<file path="src/design/input_capture_pwm_measure_top_defines.svh">
// Assertion helpers used by icpm_back.
`ifndef INPUT_CAPTURE_PWM_MEASURE_TOP_DEFINES_SVH
`define INPUT_CAPTURE_PWM_MEASURE_TOP_DEFINES_SVH

`ifndef ASSERT_OFF
`define ICPM_ASSERT(lbl, clk_s, rstn_s, prop, msg) \
    lbl: assert property (@(posedge clk_s) disable iff (!rstn_s) (prop)) else $error(msg);
`define ICPM_ASSERT_NEVER(lbl, clk_s, rstn_s, cond, msg) \
    lbl: assert property (@(posedge clk_s) disable iff (!rstn_s) !(cond)) else $error(msg);
`else
`define ICPM_ASSERT(lbl, clk_s, rstn_s, prop, msg)
`define ICPM_ASSERT_NEVER(lbl, clk_s, rstn_s, cond, msg)
`endif

`endif

</file>
<file path="src/design/icpm_pkg.sv">
`default_nettype none

package icpm_pkg;

    localparam int CAP_W       = 16;
    localparam int TICK_W      = 8;
    localparam int TIME_W      = 24;
    localparam int DUTY_W      = 7;
    localparam int OUT_DATA_W  = 80;
    localparam int OUT_USER_W  = 2;
    localparam int QUEUE_DEPTH = 2;

    localparam logic [DUTY_W-1:0] FULL_DUTY  = 7'd100;
    localparam logic [TICK_W-1:0] TICK_RESET = 8'd1;

    // step counter value for the range/zero check ahead of the quotient bits
    localparam logic [2:0] DIV_CHECK_STEP = 3'd7;

    typedef enum logic [4:0] {
        S_IDLE  = 5'b00001,
        S_MUL   = 5'b00010,
        S_DIV   = 5'b00100,
        S_SCALE = 5'b01000,
        S_DONE  = 5'b10000
    } back_state_t;

    // control part of a queued word
    typedef struct packed {
        logic measure;       // rising edge: new period/high come along
        logic next_falling;  // phase after this capture
    } icpm_ctl_t;

    localparam int CTL_W = $bits(icpm_ctl_t);

endpackage

`default_nettype wire

</file>
<file path="src/design/input_capture_pwm_measure_top.sv">
// A rising-edge capture is popped, gets its duty product, a range/zero check and
// 7 quotient steps, then the shared tick multiplier scales period, high and low in
// turn and the output load raises m_tvalid; a saturating duty or zero period skips
// the quotient steps, a falling-edge capture goes from pop straight to scaling. One
// word is handled at a time; a 2-word queue buffers captures and low m_tready stalls.
// Reset (rst_n, async, active low): awaiting rising edge, stamps and duty zero, tick 1.
`default_nettype none

module input_capture_pwm_measure_top #(
    parameter int COUNT_WIDTH = 16
) (
    input  wire logic                               clk,
    input  wire logic                               rst_n,
    input  wire logic                               s_tvalid,
    output logic                                    s_tready,
    // [15:0] capture_value
    input  wire logic [icpm_pkg::CAP_W-1:0]         s_tdata,
    output logic                                    m_tvalid,
    input  wire logic                               m_tready,
    // [23:0] period_time, [47:24] high_time, [71:48] low_time, [78:72] duty_percent
    output logic [icpm_pkg::OUT_DATA_W-1:0]         m_tdata,
    // [0] zero_period, [1] next_edge_falling
    output logic [icpm_pkg::OUT_USER_W-1:0]         m_tuser,
    input  wire logic                               cfg_valid,
    output logic                                    cfg_ready,
    input  wire logic [icpm_pkg::TICK_W-1:0]        cfg_data
);
    import icpm_pkg::*;

    localparam int QW = CTL_W + 2 * COUNT_WIDTH;

    logic          q_ready;
    logic          q_push;
    logic [QW-1:0] q_push_data;
    logic          q_valid;
    logic          q_pop;
    logic [QW-1:0] q_data;

    assign cfg_ready = 1'b1;

    icpm_front #(
        .COUNT_WIDTH(COUNT_WIDTH)
    ) u_front (
        .clk        (clk),
        .rst_n      (rst_n),
        .s_tvalid   (s_tvalid),
        .s_tready   (s_tready),
        .s_tdata    (s_tdata),
        .q_ready    (q_ready),
        .q_push     (q_push),
        .q_push_data(q_push_data)
    );

    icpm_queue #(
        .WIDTH(QW),
        .DEPTH(QUEUE_DEPTH)
    ) u_queue (
        .clk      (clk),
        .rst_n    (rst_n),
        .push     (q_push),
        .push_data(q_push_data),
        .ready    (q_ready),
        .pop      (q_pop),
        .valid    (q_valid),
        .data     (q_data)
    );

    icpm_back #(
        .COUNT_WIDTH(COUNT_WIDTH)
    ) u_back (
        .clk     (clk),
        .rst_n   (rst_n),
        .cfg_we  (cfg_valid && cfg_ready),
        .cfg_data(cfg_data),
        .q_valid (q_valid),
        .q_data  (q_data),
        .q_pop   (q_pop),
        .m_tvalid(m_tvalid),
        .m_tready(m_tready),
        .m_tdata (m_tdata),
        .m_tuser (m_tuser)
    );

endmodule

`default_nettype wire

</file>
<file path="src/design/icpm_front.sv">
`default_nettype none

module icpm_front #(
    parameter int COUNT_WIDTH = 16
) (
    input  wire logic                                       clk,
    input  wire logic                                       rst_n,
    input  wire logic                                       s_tvalid,
    output logic                                            s_tready,
    input  wire logic [icpm_pkg::CAP_W-1:0]                 s_tdata,
    input  wire logic                                       q_ready,
    output logic                                            q_push,
    output logic [icpm_pkg::CTL_W+2*COUNT_WIDTH-1:0]        q_push_data
);
    import icpm_pkg::*;

    logic                   phase_reg, phase_next;
    logic [COUNT_WIDTH-1:0] start_reg, start_next;
    logic [COUNT_WIDTH-1:0] stop_reg, stop_next;
    logic [COUNT_WIDTH-1:0] cap;
    logic [COUNT_WIDTH-1:0] period_ticks;
    logic [COUNT_WIDTH-1:0] high_ticks;
    icpm_ctl_t              ctl;
    logic                   accept;

    assign s_tready = q_ready;
    assign accept   = s_tvalid && q_ready;
    assign cap      = COUNT_WIDTH'(s_tdata);

    // differences wrap modulo 2^COUNT_WIDTH
    assign period_ticks = cap - start_reg;
    assign high_ticks   = stop_reg - start_reg;

    always_comb
    begin
        phase_next = phase_reg;
        start_next = start_reg;
        stop_next  = stop_reg;
        ctl.measure      = !phase_reg;
        ctl.next_falling = !phase_reg;
        if (accept)
        begin
            phase_next = !phase_reg;
            if (!phase_reg)
            begin
                start_next = cap;
            end
            else
            begin
                stop_next = cap;
            end
        end
    end

    assign q_push      = accept;
    assign q_push_data = {ctl, period_ticks, high_ticks};

    always_ff @(posedge clk or negedge rst_n)
    begin
        if (!rst_n)
        begin
            phase_reg <= 1'b0;
            start_reg <= '0;
            stop_reg  <= '0;
        end
        else
        begin
            phase_reg <= phase_next;
            start_reg <= start_next;
            stop_reg  <= stop_next;
        end
    end

endmodule

`default_nettype wire

</file>
<file path="src/design/icpm_queue.sv">
`default_nettype none

module icpm_queue #(
    parameter int WIDTH = 34,
    parameter int DEPTH = 2
) (
    input  wire logic             clk,
    input  wire logic             rst_n,
    input  wire logic             push,
    input  wire logic [WIDTH-1:0] push_data,
    output logic                  ready,
    input  wire logic             pop,
    output logic                  valid,
    output logic [WIDTH-1:0]      data
);
    import icpm_pkg::*;

    localparam int AW = (DEPTH > 1) ? $clog2(DEPTH) : 1;
    localparam int CW = $clog2(DEPTH + 1);

    logic [WIDTH-1:0] slot_reg [DEPTH];
    logic [AW-1:0]    wr_ptr_reg, wr_ptr_next;
    logic [AW-1:0]    rd_ptr_reg, rd_ptr_next;
    logic [CW-1:0]    count_reg, count_next;
    logic             do_push;
    logic             do_pop;

    assign ready   = count_reg != CW'(DEPTH);
    assign valid   = count_reg != '0;
    assign data    = slot_reg[rd_ptr_reg];
    assign do_push = push && ready;
    assign do_pop  = pop && valid;

    always_comb
    begin
        wr_ptr_next = wr_ptr_reg;
        rd_ptr_next = rd_ptr_reg;
        count_next  = count_reg;
        if (do_push)
        begin
            wr_ptr_next = (wr_ptr_reg == AW'(DEPTH - 1)) ? '0 : wr_ptr_reg + 1'b1;
        end
        if (do_pop)
        begin
            rd_ptr_next = (rd_ptr_reg == AW'(DEPTH - 1)) ? '0 : rd_ptr_reg + 1'b1;
        end
        if (do_push && !do_pop)
        begin
            count_next = count_reg + 1'b1;
        end
        else if (do_pop && !do_push)
        begin
            count_next = count_reg - 1'b1;
        end
    end

    always_ff @(posedge clk)
    begin
        if (do_push)
        begin
            slot_reg[wr_ptr_reg] <= push_data;
        end
    end

    always_ff @(posedge clk or negedge rst_n)
    begin
        if (!rst_n)
        begin
            wr_ptr_reg <= '0;
            rd_ptr_reg <= '0;
            count_reg  <= '0;
        end
        else
        begin
            wr_ptr_reg <= wr_ptr_next;
            rd_ptr_reg <= rd_ptr_next;
            count_reg  <= count_next;
        end
    end

endmodule

`default_nettype wire

</file>
<file path="src/design/icpm_back.sv">
`default_nettype none

`include "input_capture_pwm_measure_top_defines.svh"

module icpm_back #(
    parameter int COUNT_WIDTH = 16
) (
    input  wire logic                                      clk,
    input  wire logic                                      rst_n,
    input  wire logic                                      cfg_we,
    input  wire logic [icpm_pkg::TICK_W-1:0]               cfg_data,
    input  wire logic                                      q_valid,
    input  wire logic [icpm_pkg::CTL_W+2*COUNT_WIDTH-1:0]  q_data,
    output logic                                           q_pop,
    output logic                                           m_tvalid,
    input  wire logic                                      m_tready,
    output logic [icpm_pkg::OUT_DATA_W-1:0]                m_tdata,
    output logic [icpm_pkg::OUT_USER_W-1:0]                m_tuser
);
    import icpm_pkg::*;

    localparam int DW = COUNT_WIDTH + DUTY_W;
    localparam int PW = COUNT_WIDTH + TICK_W;
    localparam int PAD_W = OUT_DATA_W - 3 * TIME_W - DUTY_W;

    back_state_t            state_reg, state_next;
    logic [2:0]             step_reg, step_next;
    logic [TICK_W-1:0]      tick_reg, tick_next;
    logic [COUNT_WIDTH-1:0] period_reg, period_next;
    logic [COUNT_WIDTH-1:0] high_reg, high_next;
    logic [DUTY_W-1:0]      duty_reg, duty_next;
    logic                   falling_reg, falling_next;
    logic [DW-1:0]          num_reg, num_next;
    logic [DUTY_W-1:0]      quo_reg, quo_next;
    logic [TIME_W-1:0]      per_t_reg, per_t_next;
    logic [TIME_W-1:0]      high_t_reg, high_t_next;
    logic [TIME_W-1:0]      low_t_reg, low_t_next;
    logic                   out_valid_reg, out_valid_next;
    logic [TIME_W-1:0]      out_per_reg, out_high_reg, out_low_reg;
    logic [DUTY_W-1:0]      out_duty_reg;
    logic                   out_zero_reg, out_falling_reg;
    logic                   out_load;

    icpm_ctl_t              q_ctl;
    logic [COUNT_WIDTH-1:0] q_period;
    logic [COUNT_WIDTH-1:0] q_high;
    logic [COUNT_WIDTH-1:0] diff_ticks;
    logic [COUNT_WIDTH-1:0] mul_src;
    logic [PW-1:0]          prod;
    logic [DW-1:0]          num_prod;
    logic [DW-1:0]          div_shift;
    logic [DW:0]            trial;
    logic                   fits;
    logic                   sat_hit;
    logic [DUTY_W-1:0]      quo_new;

    assign {q_ctl, q_period, q_high} = q_data;

    assign diff_ticks = period_reg - high_reg;
    assign num_prod   = DW'(high_reg) * DW'(FULL_DUTY);
    // quotient would not fit in 7 bits: well past 100
    assign sat_hit    = num_reg >= {period_reg, {DUTY_W{1'b0}}};
    assign div_shift  = DW'(period_reg) << step_reg;
    assign trial      = {1'b0, num_reg} - {1'b0, div_shift};
    assign fits       = !trial[DW];
    assign quo_new    = fits ? (quo_reg | (DUTY_W'(1) << step_reg)) : quo_reg;

    always_comb
    begin
        unique case (step_reg[1:0])
            2'd0:    mul_src = period_reg;
            2'd1:    mul_src = high_reg;
            default: mul_src = diff_ticks;
        endcase
    end

    assign prod = PW'(mul_src) * PW'(tick_reg);

    assign q_pop    = (state_reg == S_IDLE) && q_valid;
    assign out_load = (state_reg == S_DONE) && (!out_valid_reg || m_tready);

    always_comb
    begin
        state_next   = state_reg;
        step_next    = step_reg;
        tick_next    = cfg_we ? cfg_data : tick_reg;
        period_next  = period_reg;
        high_next    = high_reg;
        duty_next    = duty_reg;
        falling_next = falling_reg;
        num_next     = num_reg;
        quo_next     = quo_reg;
        per_t_next   = per_t_reg;
        high_t_next  = high_t_reg;
        low_t_next   = low_t_reg;

        unique case (state_reg)
            S_IDLE:
            begin
                if (q_valid)
                begin
                    falling_next = q_ctl.next_falling;
                    step_next    = '0;
                    if (q_ctl.measure)
                    begin
                        period_next = q_period;
                        high_next   = q_high;
                        state_next  = S_MUL;
                    end
                    else
                    begin
                        state_next = S_SCALE;
                    end
                end
            end
            S_MUL:
            begin
                num_next   = num_prod;
                step_next  = DIV_CHECK_STEP;
                state_next = S_DIV;
            end
            S_DIV:
            begin
                if (step_reg == DIV_CHECK_STEP)
                begin
                    quo_next = '0;
                    if (period_reg == '0)
                    begin
                        duty_next  = '0;
                        step_next  = '0;
                        state_next = S_SCALE;
                    end
                    else if (sat_hit)
                    begin
                        duty_next  = FULL_DUTY;
                        step_next  = '0;
                        state_next = S_SCALE;
                    end
                    else
                    begin
                        step_next = step_reg - 1'b1;
                    end
                end
                else
                begin
                    quo_next = quo_new;
                    if (fits)
                    begin
                        num_next = trial[DW-1:0];
                    end
                    if (step_reg == '0)
                    begin
                        duty_next  = (quo_new > FULL_DUTY) ? FULL_DUTY : quo_new;
                        state_next = S_SCALE;
                    end
                    else
                    begin
                        step_next = step_reg - 1'b1;
                    end
                end
            end
            S_SCALE:
            begin
                // one shared multiplier: period, high, low in turn
                unique case (step_reg[1:0])
                    2'd0:    per_t_next  = TIME_W'(prod);
                    2'd1:    high_t_next = TIME_W'(prod);
                    default: low_t_next  = TIME_W'(prod);
                endcase
                if (step_reg == 3'd2)
                begin
                    state_next = S_DONE;
                end
                else
                begin
                    step_next = step_reg + 1'b1;
                end
            end
            S_DONE:
            begin
                if (out_load)
                begin
                    state_next = S_IDLE;
                end
            end
            default:
            begin
                state_next = S_IDLE;
            end
        endcase
    end

    assign out_valid_next = out_load || (out_valid_reg && !m_tready);

    always_ff @(posedge clk)
    begin
        num_reg    <= num_next;
        quo_reg    <= quo_next;
        per_t_reg  <= per_t_next;
        high_t_reg <= high_t_next;
        low_t_reg  <= low_t_next;
        if (out_load)
        begin
            out_per_reg     <= per_t_reg;
            out_high_reg    <= high_t_reg;
            out_low_reg     <= low_t_reg;
            out_duty_reg    <= duty_reg;
            out_zero_reg    <= period_reg == '0;
            out_falling_reg <= falling_reg;
        end
    end

    always_ff @(posedge clk or negedge rst_n)
    begin
        if (!rst_n)
        begin
            state_reg     <= S_IDLE;
            step_reg      <= '0;
            tick_reg      <= TICK_RESET;
            period_reg    <= '0;
            high_reg      <= '0;
            duty_reg      <= '0;
            falling_reg   <= 1'b0;
            out_valid_reg <= 1'b0;
        end
        else
        begin
            state_reg     <= state_next;
            step_reg      <= step_next;
            tick_reg      <= tick_next;
            period_reg    <= period_next;
            high_reg      <= high_next;
            duty_reg      <= duty_next;
            falling_reg   <= falling_next;
            out_valid_reg <= out_valid_next;
        end
    end

    assign m_tvalid = out_valid_reg;
    assign m_tdata  = {{PAD_W{1'b0}}, out_duty_reg, out_low_reg, out_high_reg, out_per_reg};
    assign m_tuser  = {out_falling_reg, out_zero_reg};

    `ICPM_ASSERT_NEVER(a_duty_range, clk, rst_n, duty_reg > FULL_DUTY, "duty above 100")
    `ICPM_ASSERT(a_zero_duty, clk, rst_n, (state_reg == S_IDLE && period_reg == '0) |-> duty_reg == '0, "zero period with nonzero duty")
    `ICPM_ASSERT(a_load_src, clk, rst_n, $rose(out_valid_reg) |-> $past(state_reg == S_DONE), "result word not from done state")
    `ICPM_ASSERT(a_out_zero, clk, rst_n, (out_valid_reg && out_zero_reg) |-> out_duty_reg == '0, "zero period word with duty")

endmodule

`default_nettype wire
</file>
<file path="config.mk">
export PLATFORM = sky130hd
export DESIGN_NAME = input_capture_pwm_measure_top
export DESIGN_NICKNAME = d
export VERILOG_FILES = /design/src/design/icpm_pkg.sv /design/src/design/input_capture_pwm_measure_top.sv /design/src/design/icpm_front.sv /design/src/design/icpm_queue.sv /design/src/design/icpm_back.sv
export VERILOG_INCLUDE_DIRS = /design/src /design/src/design
export SDC_FILE = /design/constraint.sdc
export NUM_CORES = 1
export LEC_CHECK = 0
export BUFFER_PORTS_ARGS = -buffer_cell sky130_fd_sc_hd__buf_2
export CORE_MARGIN = 5
export CORE_UTILIZATION = 35
export CTS_BUF_LIST = sky130_fd_sc_hd__clkbuf_4
export CTS_CLUSTER_SIZE = 25
export DETAILED_ROUTE_END_ITERATION = 10
export GPL_ROUTABILITY_DRIVEN = 1
export SLEW_MARGIN = 10
export SYNTH_ARGS = -nofsm -noshare
export SYNTH_HDL_FRONTEND = slang
export SYNTH_SLANG_ARGS = --single-unit
</file>
<file path="constraint.sdc">
create_clock -name clk -period 21.7 [get_ports clk]
set_input_delay 1.085 -clock clk [delete_from_list [all_inputs] [get_ports clk]]
set_output_delay 1.085 -clock clk [all_outputs]
set_load 0.02 [all_outputs]
</file>
# After elaboration in Yosys (flattened, before gate mapping)
# Memories as Yosys holds them, arrays and structs flattened.
# Cells that the tools add are included.
# totals
register_bits	277
wordCells	131
memories	1
mem_bits_rw	68
# memory_table
memory	depth	width	read_ports	rd_clocked_by_memory_dff	write_ports	line	text
u_queue.slot_reg	2	34	1	0	1	icpm_queue.sv:21	logic [WIDTH-1:0] slot_reg [DEPTH];
# op_classes
eq_ne	19
mul	2
n_addsub	10
n_reduce_logical	35
bitwise_logic	3
muxes	32
n_lt_le_gt_ge	2
n_shift	2
# op_table
operator	count
subtractor 16 bit	3
2-to-1 mux 23 bit	2
case mux 23 bit (2 select lines)	1
2-to-1 mux 7 bit	6
2-to-1 mux 5 bit	7
case mux 16 bit (2 select lines)	1
case mux 5 bit (5 select lines)	1
multiplier 16 x 8 -> 24 bit	1
subtractor 23 x 23 -> 24 bit	1
>= comparator 23 bit	1
<< shifter 16 x 3 -> 23 bit	1
multiplier 16 x 5 -> 21 bit (second input constant)	1
2-to-1 mux 3 bit	6
zero test 16 bit	1
case mux 3 bit (4 select lines)	1
AND reduction 2 bit	6
AND reduction 3 bit	3
logical AND 1 bit	8
!= test 2 bit (second input constant)	4
nonzero test 2 bit	4
> comparator 7 bit (second input constant)	1
bitwise OR 7 bit	1
<< shifter 1 x 3 -> 7 bit (first input constant)	1
!= test 2 x 1 -> 1 bit (second input constant)	3
other kinds (28)	40

# Longest topological paths before layout
# Gate-level depths: netlist (run 1).
# logic_depth
ltp_word	7
mapped_depth	28
ltp_nobuf	28

# Modules after synthesis
# Synthesis (run 1) repeated with hierarchy kept, for this count alone.
# hier_totals
cells_unflattened	1950
area_unflattened_um2	22285.1
# modules_own_cells
module	n_inst	cells_each	area_each_um2	seq_area_each_um2
icpm_back	1	1538	16776.1	6924.1
icpm_queue	1	124	2798.9	2142.1
icpm_front	1	286	2698.8	825.8
input_capture_pwm_measure_top	1	2	11.3	0.0

# Worst setup path after synthesis (run 1)
# No wires, ideal clock.
# synth_path
path_type	register to register
startpoint	reg u_back.step_reg[1]
endpoint	reg u_back.high_t_reg[23] (data pin)
slack_ns	14.874
path_stages_with_launch	26
synth_period_minus_slack_ns	6.826
t_arrival_ns	6.680
setup_time_ns	0.146
path_cell_list	dfrtp_1 > clkbuf_1 > clkbuf_1 > inv_1 > ha_1 > or2_2 > clkbuf_1 > clkbuf_1 > o21ai_0 > nand2_1 > fa_1 > inv_1 > fa_1 > fa_1 > inv_1 > fa_1 > inv_1 > ha_1 > a21o_1 > a21oi_1 > nand2_1 > o211ai_1 > nand3b_1 > a21o_1 > or4_1 > nand3_1
# synth_via
elab_chain_len	3
elab_cells_between_ends	4
# synth_lines
item	line	text
from (decl)	icpm_back.sv:27	logic [2:0] step_reg, step_next;
from (signal assigned)	icpm_back.sv:229	step_reg <= step_next;
== test 2 x 1 -> 1 bit or zero test 2 bit (tied branches)	icpm_back.sv:70	unique case (step_reg[1:0])
case mux 16 bit (2 select lines) (*)	icpm_back.sv:70	
multiplier 16 x 8 -> 24 bit (*)	icpm_back.sv:77	assign prod = PW'(mul_src) * PW'(tick_reg);
via u_back.prod[23]	icpm_back.sv:49	logic [PW-1:0] prod;
to (signal assigned)	icpm_back.sv:200	high_t_reg <= high_t_next;
to (decl)	icpm_back.sv:36	logic [TIME_W-1:0] high_t_reg, high_t_next;
# Mark *: on every way through the listed nets, which the timed path passes. The rest lies on a longest branch.
# A chain may end at the register's enable or synchronous reset.

# Worst setup path in the final report (run 1)
# layout_path
startpoint	reg u_back.step_reg[0]
endpoint	reg u_back.per_t_reg[23] (data pin)
# layout_via
elab_chain_len	3
elab_cells_between_ends	4
# layout_lines
item	line	text
== test 2 x 1 -> 1 bit or zero test 2 bit (tied branches)	icpm_back.sv:70	
case mux 16 bit (2 select lines) (*)	icpm_back.sv:70	
multiplier 16 x 8 -> 24 bit (*)	icpm_back.sv:77	
via u_back.prod[23]	icpm_back.sv:49	
to (signal assigned)	icpm_back.sv:199	per_t_reg <= per_t_next;
to (decl)	icpm_back.sv:35	logic [TIME_W-1:0] per_t_reg, per_t_next;
# Marks and branches as above.

==> results of run 1 <==
[per-layer routing]
layer	up-vias	track usage, %	wire (um)
li1	7328	-	-
met1	7399	20.4	23500
met2	349	24.7	23500
met3	81	3.05	2510
met4	0	4.61	1180
met5	-	0	0
[final timing paths]
| path | from | endpoint | cells past startpoint |
|---|---|---|---|
| setup / recovery | u_back.step_reg[0]$_DFFE_PN0P_ | u_back.per_t_reg[23]$_DFFE_PP_ | 22 |
| hold / removal | rst_n | u_front.stop_reg[4]$_DFFE_PN0P_ | 1 |
| setup reg to reg | u_back.step_reg[0]$_DFFE_PN0P_ | u_back.per_t_reg[23]$_DFFE_PP_ | 22 |
| hold reg to reg | u_back.low_t_reg[18]$_DFFE_PP_ | u_back.out_low_reg[18]$_DFFE_PP_ | 0 |
| max in group asynchronous | rst_n | u_back.duty_reg[5]$_DFFE_PN0P_ | 2 |
| min in group clk | u_back.low_t_reg[18]$_DFFE_PP_ | u_back.out_low_reg[18]$_DFFE_PP_ | 0 |
[logic make-up (layout without fill, tap and decap cells)]
group,after synthesis,after routing,synth area share (%)
buffers and inverters,284,527,4.95
other,2,3,0.0342
adder cells (fa/ha/maj),287,287,19.7
flip-flops,343,343,44.7
AND/OR/NAND/NOR,533,533,12.3
AO/OA/AOI/OAI,369,369,10.6
XOR/XNOR,87,87,3.47
multiplexers,83,83,4.16
[critical path, stage by stage, from the launching register on]
cell and delay, ns:
dfrtp_1 0.94, inv_1 0.48, ha_1 0.34, buf_4 0.22, or2_2 0.48, o21ai_0 0.64, nand2_1 0.19, fa_1 0.57
inv_1 0.05, fa_1 0.47, fa_1 0.55, inv_1 0.06, fa_1 0.52, inv_1 0.04, ha_1 0.35, a21o_1 0.20
a21oi_1 0.30, nand2_1 0.09, o211ai_1 0.25, nand3b_1 0.19, a21o_1 0.25, or4_1 0.40, nand3_1 0.13
[placed cells by master (no fill, tap or decap), types with 8 or more instances in the layout]
master	netlist	layout
a211oi_1	16	16
a21o_1	28	28
a21oi_1	123	123
a22oi_1	10	10
a31oi_1	12	12
and2_1	58	58
and3_1	10	10
buf_2	0	110
buf_4	4	17
clkbuf_4	0	139
clkinv_1	1	27
dfrtp_1	92	92
edfxtp_1	249	249
fa_1	99	99
ha_1	188	188
inv_1	227	227
mux2_2	26	26
mux2i_1	53	53
nand2_1	121	121
nand2b_1	33	33
nand3_1	29	29
nand3b_1	8	8
nor2_1	131	125
nor2b_1	64	64
nor3_1	23	23
nor3b_1	9	9
o21a_1	22	22
o21ai_0	82	82
o31ai_1	10	9
or3_1	16	16
xnor2_1	63	63
xor2_1	24	24
[per-stage QoR]
step           util [%]  instance area (sq um)  worst slack (ns)  instances  hold WS, ns
3_3_place_gp       37.9                  23500             14.14       2896        0.404
5_1_grt            39.9                  24700             13.24       3069        0.195
4_1_cts            39.9                  24700             13.77       3068        0.149
3_5_place_dp       37.9                  23500             13.86       2896        0.405
6_report           39.9                  24700             13.76       3069        0.252
2_1_floorplan         -                  22000             14.87       1988        0.400
[cell type report]
cell class	instances	area, sq um
antenna	1	2.50
inverter	228	856
sequential	343	9830
fill	6140	37200
clock inverter	33	141
multi-input combinational	1361	11100
tap	837	1050
clock buffer	139	1040
timing repair buffer	127	678
==> results.ini, run 1 <==
[die]
pin_count=114
initial_core_util_pct=35.5
core_area_sq_um=61900
num_rows=91
die_width_um=261
die_h_um=261
dieArea_sq_um=67900

[sta]
worstMarginPinSlew_ns=1.25
finalCriticalPeriod_ns=7.94
setup_viol=0
rsz0062_at_grt=false
finalClockSkew_ns=0.0565
fmax_ghz=0.126
tns_ns=0
slew_headroom_pct=16.7
fin_crit_sh_pct=36.6
hold_violations=0
maxSlewViolCount=0

[placed_design]
post-dp-hpwl_um=38100
port_buffers=111
place_congestion=0.874

[drt]
wirelength_um=50700
drtAntennaViolNets=0
wire_per_inst_um=16.5
first_pass_iters=5
drc=0
initialDrtViolationCount=835
vias=15200
via_per_inst=4.94

[global_routing]
antenna_found_initial=1
first_global_vias=15600
grt_max_degree=71
grt_overflow=0
grt_pass1_wl_um=82400
track_usage_pct=15.1

[clock_tree]
cts_root_buf=clkbuf_4
cts_hold_buf=0
cts_resized=0
cts_tree=built
clk_latency_ns=0.81
htreeDepth=3
postCtsSetupBuffers=0
cts_buffers=92
clock_path_buffers=3
clk_pin_slew_ns=0.07
cts_sinks=343

[critical_path]
r2r_slack_ns=13.76
end_kind=flop
startpoint_type=flop
critPathKind=reg2reg
required_ns=22.32
critPathMaxFanout=25
crit_arrival_ns=8.56

[synth]
yosysMostFrequentCell=edfxtp_1
syn-num-nets=2304
yosysTopAreaCellShare_pct=34.0
ys_seq_area_share_pct=44.7
synth_top_cell_by_area=edfxtp_1
ys_types=77
synth-edff-count=249
synthTopCellsByArea=edfxtp_1, ha_1, dfrtp_1
yosysWarnings=0
async_reset_ff_share_pct=27.4
netlist_instances=1988
synthTopCellsByCount=edfxtp_1, inv_1, ha_1
syn_area_sq_um=22000
synthFlopType=edfxtp_1
synth-seq-cells=343
synth.avg_cell_area_sq_um=11.1

[layout]
drive_gt1_share_pct=14.8
largest_reg_flops=66
num-nets-final=2469
syn_to_final_growth_pct=12.4

[run]
cap_viol_max_count=0

[run_status]
outcome=finished clean

[worst_hold_path]
min_path_type=in2async

Power of run 1 is not shown: default switching activity piles up to over one toggle a cycle in this logic, so the estimate is an artifact.
==> run 2, diff against run 1 <==
==> constraint.sdc (replaced) <==
create_clock -name clk -period 6.65 [get_ports clk]
set_input_delay 0.3325 -clock clk [delete_from_list [all_inputs] [get_ports clk]]
set_output_delay 0.3325 -clock clk [all_outputs]
set_load 0.02 [all_outputs]
==> run 2 against run 1 <==
Worst setup slack lost 14 ns. Final area grew 5.5%. Register-to-register slack lost 14 ns. Die area is the same. Flip-flop and latch count is the same. Critical path depth grew 4. Final cell count grew 4.2%. Count of clock-buffer cells in the layout grew 2. Clock skew shrank 0.017 ns.
==> results.ini, run 2 (synthesized netlist as in run 1, its figures left out) <==
[global_routing]
track_usage_pct=15.2  ; was 15.1%
antenna_found_initial=1  ; unchanged
grt_max_degree=71  ; unchanged
grt_pass1_wl_um=83300  ; was 82400 um
first_global_vias=16000  ; was 15600
grt_overflow=0  ; unchanged

[worst_hold_path]
min_to=u_front.start_reg[7]$_DFFE_PN0P_
min_from=s_tdata[7]
min_path_type=in2reg  ; was in2async
whs_path_depth=4

[drt]
drc=0  ; unchanged
first_pass_iters=5  ; unchanged
vias=15500  ; was 15200
maxUsedRoutingLayer=met4  ; unchanged
via_per_inst=4.85  ; was 4.94
initialDrtViolationCount=896  ; was 835
wl_met2_um=24500  ; was 23500 um
dr_wl_met3_um=2080  ; was 2510 um
m1WireLength_um=23700  ; was 23500 um
drtAntennaViolNets=0  ; unchanged
wirelength_um=51300  ; was 50700 um
wire_per_inst_um=16.0  ; was 16.5 um

[layout]
final_common_cell=edfxtp_1  ; unchanged
syn_to_final_growth_pct=18.6  ; was 12.4%
drive_gt1_share_pct=19.4  ; was 14.8%
largest_reg_flops=66  ; unchanged
final_cell_mix=edfxtp_1, inv_1, ha_1, clkbuf_4, nor2_1  ; unchanged
instances_no_fill=3197  ; was 3069
num-nets-final=2593  ; was 2469
fillCellCount=5975  ; was 6140

[die]
pin_count=114  ; unchanged
num_rows=91  ; unchanged
dieArea_sq_um=67900  ; unchanged
core_area_sq_um=61900  ; unchanged
die_h_um=261  ; unchanged
initial_core_util_pct=35.5  ; unchanged
die_width_um=261  ; unchanged

[clock_tree]
cts_tree=built  ; unchanged
cts_buffers=93  ; was 92
clk_latency_ns=0.81  ; about the same
cts_sinks=343  ; unchanged
cts_root_buf=clkbuf_4  ; unchanged
clk_pin_slew_ns=0.06  ; was 0.07 ns
clock_path_buffers=3  ; unchanged
htreeDepth=3  ; unchanged

[run_status]
outcome=finished clean  ; unchanged

[critical_path]
required_ns=7.28  ; was 22.32 ns
cpMaxStageDelayCell=fa_1  ; was dfrtp_1
path_buf_inv=3  ; was 5
rr_worst_depth=26  ; was 22
r2r-start=u_back.high_reg[0]$_DFFE_PN0P_  ; was u_back.step_reg[0]$_DFFE_PN0P_
critPathKind=reg2reg  ; unchanged
crit_path_frequent_cell=fa_1
crit_cells=26  ; was 22
end_kind=flop  ; unchanged
cpLargestDelayFamily=adder cells  ; unchanged
critPathMaxFanout=3  ; was 25
crit_arrival_ns=7.18  ; was 8.56 ns
r2r_slack_ns=0.1  ; was 13.76 ns
slowest_delay_ns=0.57  ; was 0.94 ns
startpoint_type=flop  ; unchanged
regToRegEndpoint=u_back.high_t_reg[23]$_DFFE_PP_  ; was u_back.per_t_reg[23]$_DFFE_PP_

[run]
cap_viol_max_count=0  ; unchanged

[sta]
finalCriticalPeriod_ns=6.55  ; was 7.94 ns
fmax_ghz=0.153  ; was 0.126 GHz
slew_headroom_pct=40.6  ; was 16.7%
maxSlewViolCount=0  ; unchanged
setup_viol=0  ; unchanged
worstMarginPinSlew_ns=0.882  ; was 1.25 ns
rsz0062_at_grt=true  ; was false
finalClockSkew_ns=0.0398  ; was 0.0565 ns
hold_violations=0  ; unchanged
fin_crit_sh_pct=98.5  ; was 36.6%

[placed_design]
port_buffers=111  ; unchanged
place_congestion=0.880  ; was 0.874
post-dp-hpwl_um=38000  ; was 38100 um
dp_cells=2973  ; was 2896

-- run 2: cell count changes in the layout (fill, tap and decap cells not counted), moves of 4 or more --
| cell | before | now |
|---|---|---|
| diode_2 | 1 | 5 |
| ha_4 | 0 | 4 |
| dlygate4sd3_1 | 0 | 37 |
| o21ai_0 | 82 | 77 |
| clkinv_2 | 1 | 5 |
| buf_4 | 17 | 103 |
| a21oi_2 | 0 | 6 |
| a21oi_1 | 123 | 116 |
| ha_1 | 188 | 182 |
-- run 2: what timing repair did --
action / 4_1_cts / 5_1_grt
endpoints found under the setup margin: 15 / 21
setup buffers: 0 / 9
hold endpoints to repair: 90 / 0
gates resized for setup: 8 / 45
pin swaps: 6 / 21
hold buffers: 37 / 0
-- run 2: how the worst max path moves through the flow --
stage | startpoint | end | slack [ns]
floorplan | u_back.step_reg[1]$_DFFE_PN0P_ | u_back.high_t_reg[23]$_DFFE_PP_ | 0.01
global placement | u_back.high_reg[0]$_DFFE_PN0P_ | u_back.high_t_reg[23]$_DFFE_PP_ | 0.01
detailed placement | u_back.high_reg[0]$_DFFE_PN0P_ | u_back.low_t_reg[23]$_DFFE_PP_ | -0.11
CTS | u_back.high_reg[0]$_DFFE_PN0P_ | u_back.high_t_reg[23]$_DFFE_PP_ | 0.002
global route | u_back.high_reg[1]$_DFFE_PN0P_ | u_back.high_t_reg[23]$_DFFE_PP_ | -0.18
finish | u_back.high_reg[0]$_DFFE_PN0P_ | u_back.high_t_reg[23]$_DFFE_PP_ | 0.1
-- run 2: cell type report --
type | count | area (sq um) | share of cell area [%]
diodes | 5 | 12.5 | 0.0480
inverters | 228 | 856 | 3.28
clock inverters | 32 | 183 | 0.701
multi-input cells | 1361 | 11400 | 43.7
clock buffers | 141 | 1060 | 4.06
repair buffers | 250 | 1690 | 6.50
flip-flops and latches | 343 | 9830 | 37.7
well taps | 837 | 1050 | 4.02
-- run 2: through the flow --
| stage | area [sq um] | setup TNS [ns] | utilization, % | hold slack, ns | setup WS, ns |
|---|---|---|---|---|---|
| final | 26100 | 0 | 42.1 | 0.317 | 0.0974 |
| after global routing | 26100 | -1.67 | 42.1 | 0.267 | -0.176 |
| after global placement | 24100 | 0 | 38.9 | 0.351 | 0.0120 |
| after detailed placement | 24100 | -0.549 | 38.9 | 0.358 | -0.114 |
| after floorplan | 22000 | 0 | - | 0.0369 | 0.0117 |
| after CTS | 25700 | 0 | 41.5 | 0.211 | 0.00180 |
-- run 2: routing by layer --
| metal | vias up | track usage (%) |
|---|---|---|
| met3 | 81 | 2.69 |
| met5 | - | 0 |
| li1 | 7574 | - |
| met1 | 7530 | 20.4 |
| met2 | 323 | 25.3 |
| met4 | 0 | 4.37 |
-- run 2: worst reg2reg max path: cells and delay by family, from the launching register on --
kind / cells / cell delay (ns)
AO/OA/AOI/OAI: 9 / 1.79
AND/OR/NAND/NOR: 7 / 1.15
flip-flops: 1 / 0.39
adder cells (fa/ha/maj): 7 / 2.91
buffers and inverters: 3 / 0.14
Power of run 2 is left out for the same reason.
==> run 3, diff against run 2 <==
--- a/config.mk
+++ b/config.mk
@@ -6,6 +6,7 @@
 export SDC_FILE = /design/constraint.sdc
 export NUM_CORES = 1
 export LEC_CHECK = 0
+export ABC_AREA = 1
 export BUFFER_PORTS_ARGS = -buffer_cell sky130_fd_sc_hd__buf_2
 export CORE_MARGIN = 5
 export CORE_UTILIZATION = 35
==> constraint.sdc (replaced) <==
create_clock -name clk -period 5.6 [get_ports clk]
set_input_delay 0.28 -clock clk [delete_from_list [all_inputs] [get_ports clk]]
set_output_delay 0.28 -clock clk [all_outputs]
set_load 0.02 [all_outputs]
==> run 3 against run 2 <==
Count of clock-buffer cells in the layout fell by 3. Utilization rose by 1.4 points. Die area is 1.4% higher. Critical path depth rose by 1. Fmax rose by 18%. Sequential share of layout area decreased by 1.9 points. Critical endpoint unchanged. Largest cell class unchanged. Highest routed layer unchanged.
==> results.ini, run 3 <==
[run_status]
outcome=finished clean  ; unchanged

[critical_path]
timing.critical_path.from=u_back.high_reg[0]$_DFFE_PN0P_  ; unchanged
r2r-start=u_back.high_reg[0]$_DFFE_PN0P_  ; unchanged
required_ns=6.14  ; was 7.28 ns
startpoint_type=flop  ; unchanged
crit_end=u_back.high_t_reg[23]$_DFFE_PP_  ; unchanged
rr_worst_depth=27  ; was 26
critPathKind=reg2reg  ; unchanged
end_kind=flop  ; unchanged
r2r_slack_ns=0.06  ; was 0.1 ns
critPathMaxFanout=5  ; was 3
regToRegEndpoint=u_back.high_t_reg[23]$_DFFE_PP_  ; unchanged
crit_arrival_ns=6.08  ; was 7.18 ns

[clock_tree]
htreeDepth=3  ; unchanged
cts_root_buf=clkbuf_4  ; unchanged
clock_path_buffers=3  ; unchanged
cts_sinks=343  ; unchanged
cts_tree=built  ; unchanged
clk_latency_ns=0.84  ; was 0.81 ns
clk_pin_slew_ns=0.07  ; was 0.06 ns
cts_buffers=95  ; was 93

[worst_hold_path]
min_path_type=in2reg  ; unchanged

[placed_design]
place_congestion=0.916  ; was 0.880
port_buffers=111  ; unchanged
post-dp-hpwl_um=45500  ; was 38000 um
dp_cells=3458  ; was 2973
pre_cts_ws_ns=-0.427  ; was -0.114 ns

[synth]
syn-num-nets=2705  ; was 2304
yosysWarnings=0  ; unchanged
synth_mux_area_share_pct=0.224  ; was 4.16%
yosys.area_share.simple_pct=14.0  ; was 12.3%
synth-compound-area-share_pct=11.1  ; was 10.6%
synthTopCellsByArea=edfxtp_1, ha_1, dfrtp_1  ; unchanged
ys_types=58  ; was 77
synth_fa_ha_area_share_pct=19.4  ; was 19.7%
synth_top_cell_by_area=edfxtp_1  ; unchanged
synthFlopType=edfxtp_1  ; unchanged
netlist_instances=2389  ; was 1988
synth-edff-count=249  ; unchanged
yosys.area_share.xor_xnor_pct=2.91  ; was 3.47%
synth-seq-cells=343  ; unchanged
ys_seq_area_share_pct=44.1  ; was 44.7%
synth.avg_cell_area_sq_um=9.33  ; was 11.1 sq um
yosysMostFrequentCell=inv_1  ; was edfxtp_1
synth_top_family_by_area=adder cells  ; unchanged
syn_area_sq_um=22300  ; was 22000 sq um
yosysTopAreaCellShare_pct=33.5  ; was 34.0%
async_reset_ff_share_pct=27.4  ; unchanged
synthTopCellsByCount=inv_1, nand2_1, edfxtp_1  ; was edfxtp_1, inv_1, ha_1

[sta]
setup_ws_ns=0.0552  ; was 0.0974 ns
hold_violations=0  ; unchanged
maxSlewViolCount=0  ; unchanged
slew_headroom_pct=28.2  ; was 40.6%
setup_viol=0  ; unchanged
fin_crit_sh_pct=99.0  ; was 98.5%
finalCriticalPeriod_ns=5.54  ; was 6.55 ns
rsz0062_at_grt=true  ; unchanged
worstMarginPinSlew_ns=1.07  ; was 0.882 ns
finalClockSkew_ns=0.0584  ; was 0.0398 ns
fmax_ghz=0.180  ; was 0.153 GHz

[drt]
wirelength_um=59000  ; was 51300 um
wire_per_inst_um=16.0  ; about the same
vias=17700  ; was 15500
first_pass_iters=6  ; was 5
drc=0  ; unchanged
drtAntennaViolNets=0  ; unchanged
via_per_inst=4.80  ; was 4.85
initialDrtViolationCount=1020  ; was 896

[die]
initial_core_util_pct=35.3  ; was 35.5%
die_width_um=262  ; was 261 um
core_area_sq_um=63100  ; was 61900 sq um
pin_count=114  ; unchanged
dieArea_sq_um=68800  ; was 67900 sq um
num_rows=92  ; was 91
die_h_um=262  ; was 261 um

[global_routing]
grt_pass1_wl_um=94400  ; was 83300 um
grt_overflow=0  ; unchanged
first_global_vias=18100  ; was 16000
track_usage_pct=16.7  ; was 15.2%
grt_max_degree=74  ; was 71
antenna_found_initial=2  ; was 1

[layout]
final_util_pct=43.5  ; was 42.1%
largest_reg_flops=66  ; unchanged
drive_gt1_share_pct=21.5  ; was 19.4%
instances_no_fill=3695  ; was 3197
final_cell_mix=inv_1, nand2_1, edfxtp_1, nor2_1, o21ai_0  ; was edfxtp_1, inv_1, ha_1, clkbuf_4, nor2_1
syn_to_final_growth_pct=23.0  ; was 18.6%
final_common_cell=inv_1  ; was edfxtp_1
num-nets-final=3090  ; was 2593

[run]
cap_viol_max_count=0  ; unchanged

==> run 3: cell types whose count changed in the layout (fill, tap and decap cells not counted), moves of 21 or more <==
| cell | delta |
|---|---|
| inv_2 | +21 |
| o21ai_0 | +113 |
| nor2b_1 | -62 |
| mux2_2 | -26 |
| and2_1 | -57 |
| nand2b_1 | -30 |
| o211ai_1 | +29 |
| nand3_1 | +26 |
| buf_4 | +80 |
| nand2_1 | +273 |
| xnor2_1 | -34 |
| inv_1 | +171 |
| mux2i_1 | -48 |
| nor2_1 | +75 |
==> run 3: metal layers <==
metal	wire length (um)	up-vias	track usage, %
li1	-	8703	-
met2	28300	385	28.1
met5	0	-	0
met4	1740	0	6.02
met1	26100	8529	21.3
met3	2810	108	3.65
==> run 3: cell families after synthesis <==
group                    after synthesis
AND/OR/NAND/NOR                      760
buffers and inverters                476
AO/OA/AOI/OAI                        442
flip-flops                           343
adder cells (fa/ha/maj)              287
XOR/XNOR                              74
multiplexers                           5
other                                  2
==> run 3: stage by stage <==
stage                     setup TNS, ns  cell area, sq um  hold slack (ns)
final                                 0             27400            0.301
after global routing              -5.00             27400            0.175
after CTS                       -0.0312             27100            0.176
after detailed placement          -8.24             24900            0.275
after global placement            -4.40             24900            0.267
after floorplan                       0             22300          -0.0156
==> run 3: cell type report <==
type | instances | area (sq um)
multi-input combinational | 1570 | 11300
sequential | 343 | 9830
timing repair buffer | 343 | 2440
inverter | 421 | 1590
clock buffer | 138 | 1040
fill | 6177 | 35600
antenna | 6 | 15.0
clock inverter | 28 | 158
tap | 846 | 1060
==> run 3: what timing repair did <==
action                                  4_1_cts  5_1_grt
setup buffers                                14        6
endpoints found under the setup margin       39       39
endpoints found under the hold margin       117        0
resized for setup                            83       64
pin swaps                                    60       43
hold buffers                                 45        0
==> run 3: critical path, stage by stage (launching register included) <==
cell and delay, ns:
dfrtp_1 0.41, ha_4 0.18, fa_2 0.35, inv_2 0.07
nand3_2 0.06, nand2_2 0.08, a21boi_2 0.07, o21ai_2 0.17
a21oi_2 0.08, xor2_1 0.19, nand2_2 0.11, buf_6 0.13
nand2_4 0.08, nor2_2 0.05, fa_1 0.48, fa_1 0.51
fa_1 0.49, inv_1 0.05, fa_1 0.49, inv_2 0.04
ha_4 0.24, nand2_1 0.08, nand2_2 0.06, a31oi_4 0.16
nand3_4 0.12, a21oi_4 0.19, o21ai_2 0.10, xor2_2 0.19
==> run 3: worst min-delay path by stage <==
stage	start	to	slack [ns]	cells after the start
2_1_floorplan	rst_n	u_back.duty_reg[0]$_DFFE_PN0P_	-0.02	0
3_3_place_gp	rst_n	u_front.start_reg[12]$_DFFE_PN0P_	0.27	1
3_5_place_dp	rst_n	u_front.stop_reg[12]$_DFFE_PN0P_	0.28	1
4_1_cts	m_tready	u_back.m_tvalid$_DFF_PN0_	0.18	3
5_1_grt	m_tready	u_back.m_tvalid$_DFF_PN0_	0.18	3
6_report	m_tready	u_back.m_tvalid$_DFF_PN0_	0.30	3
Power of run 3 is left out for the same reason.
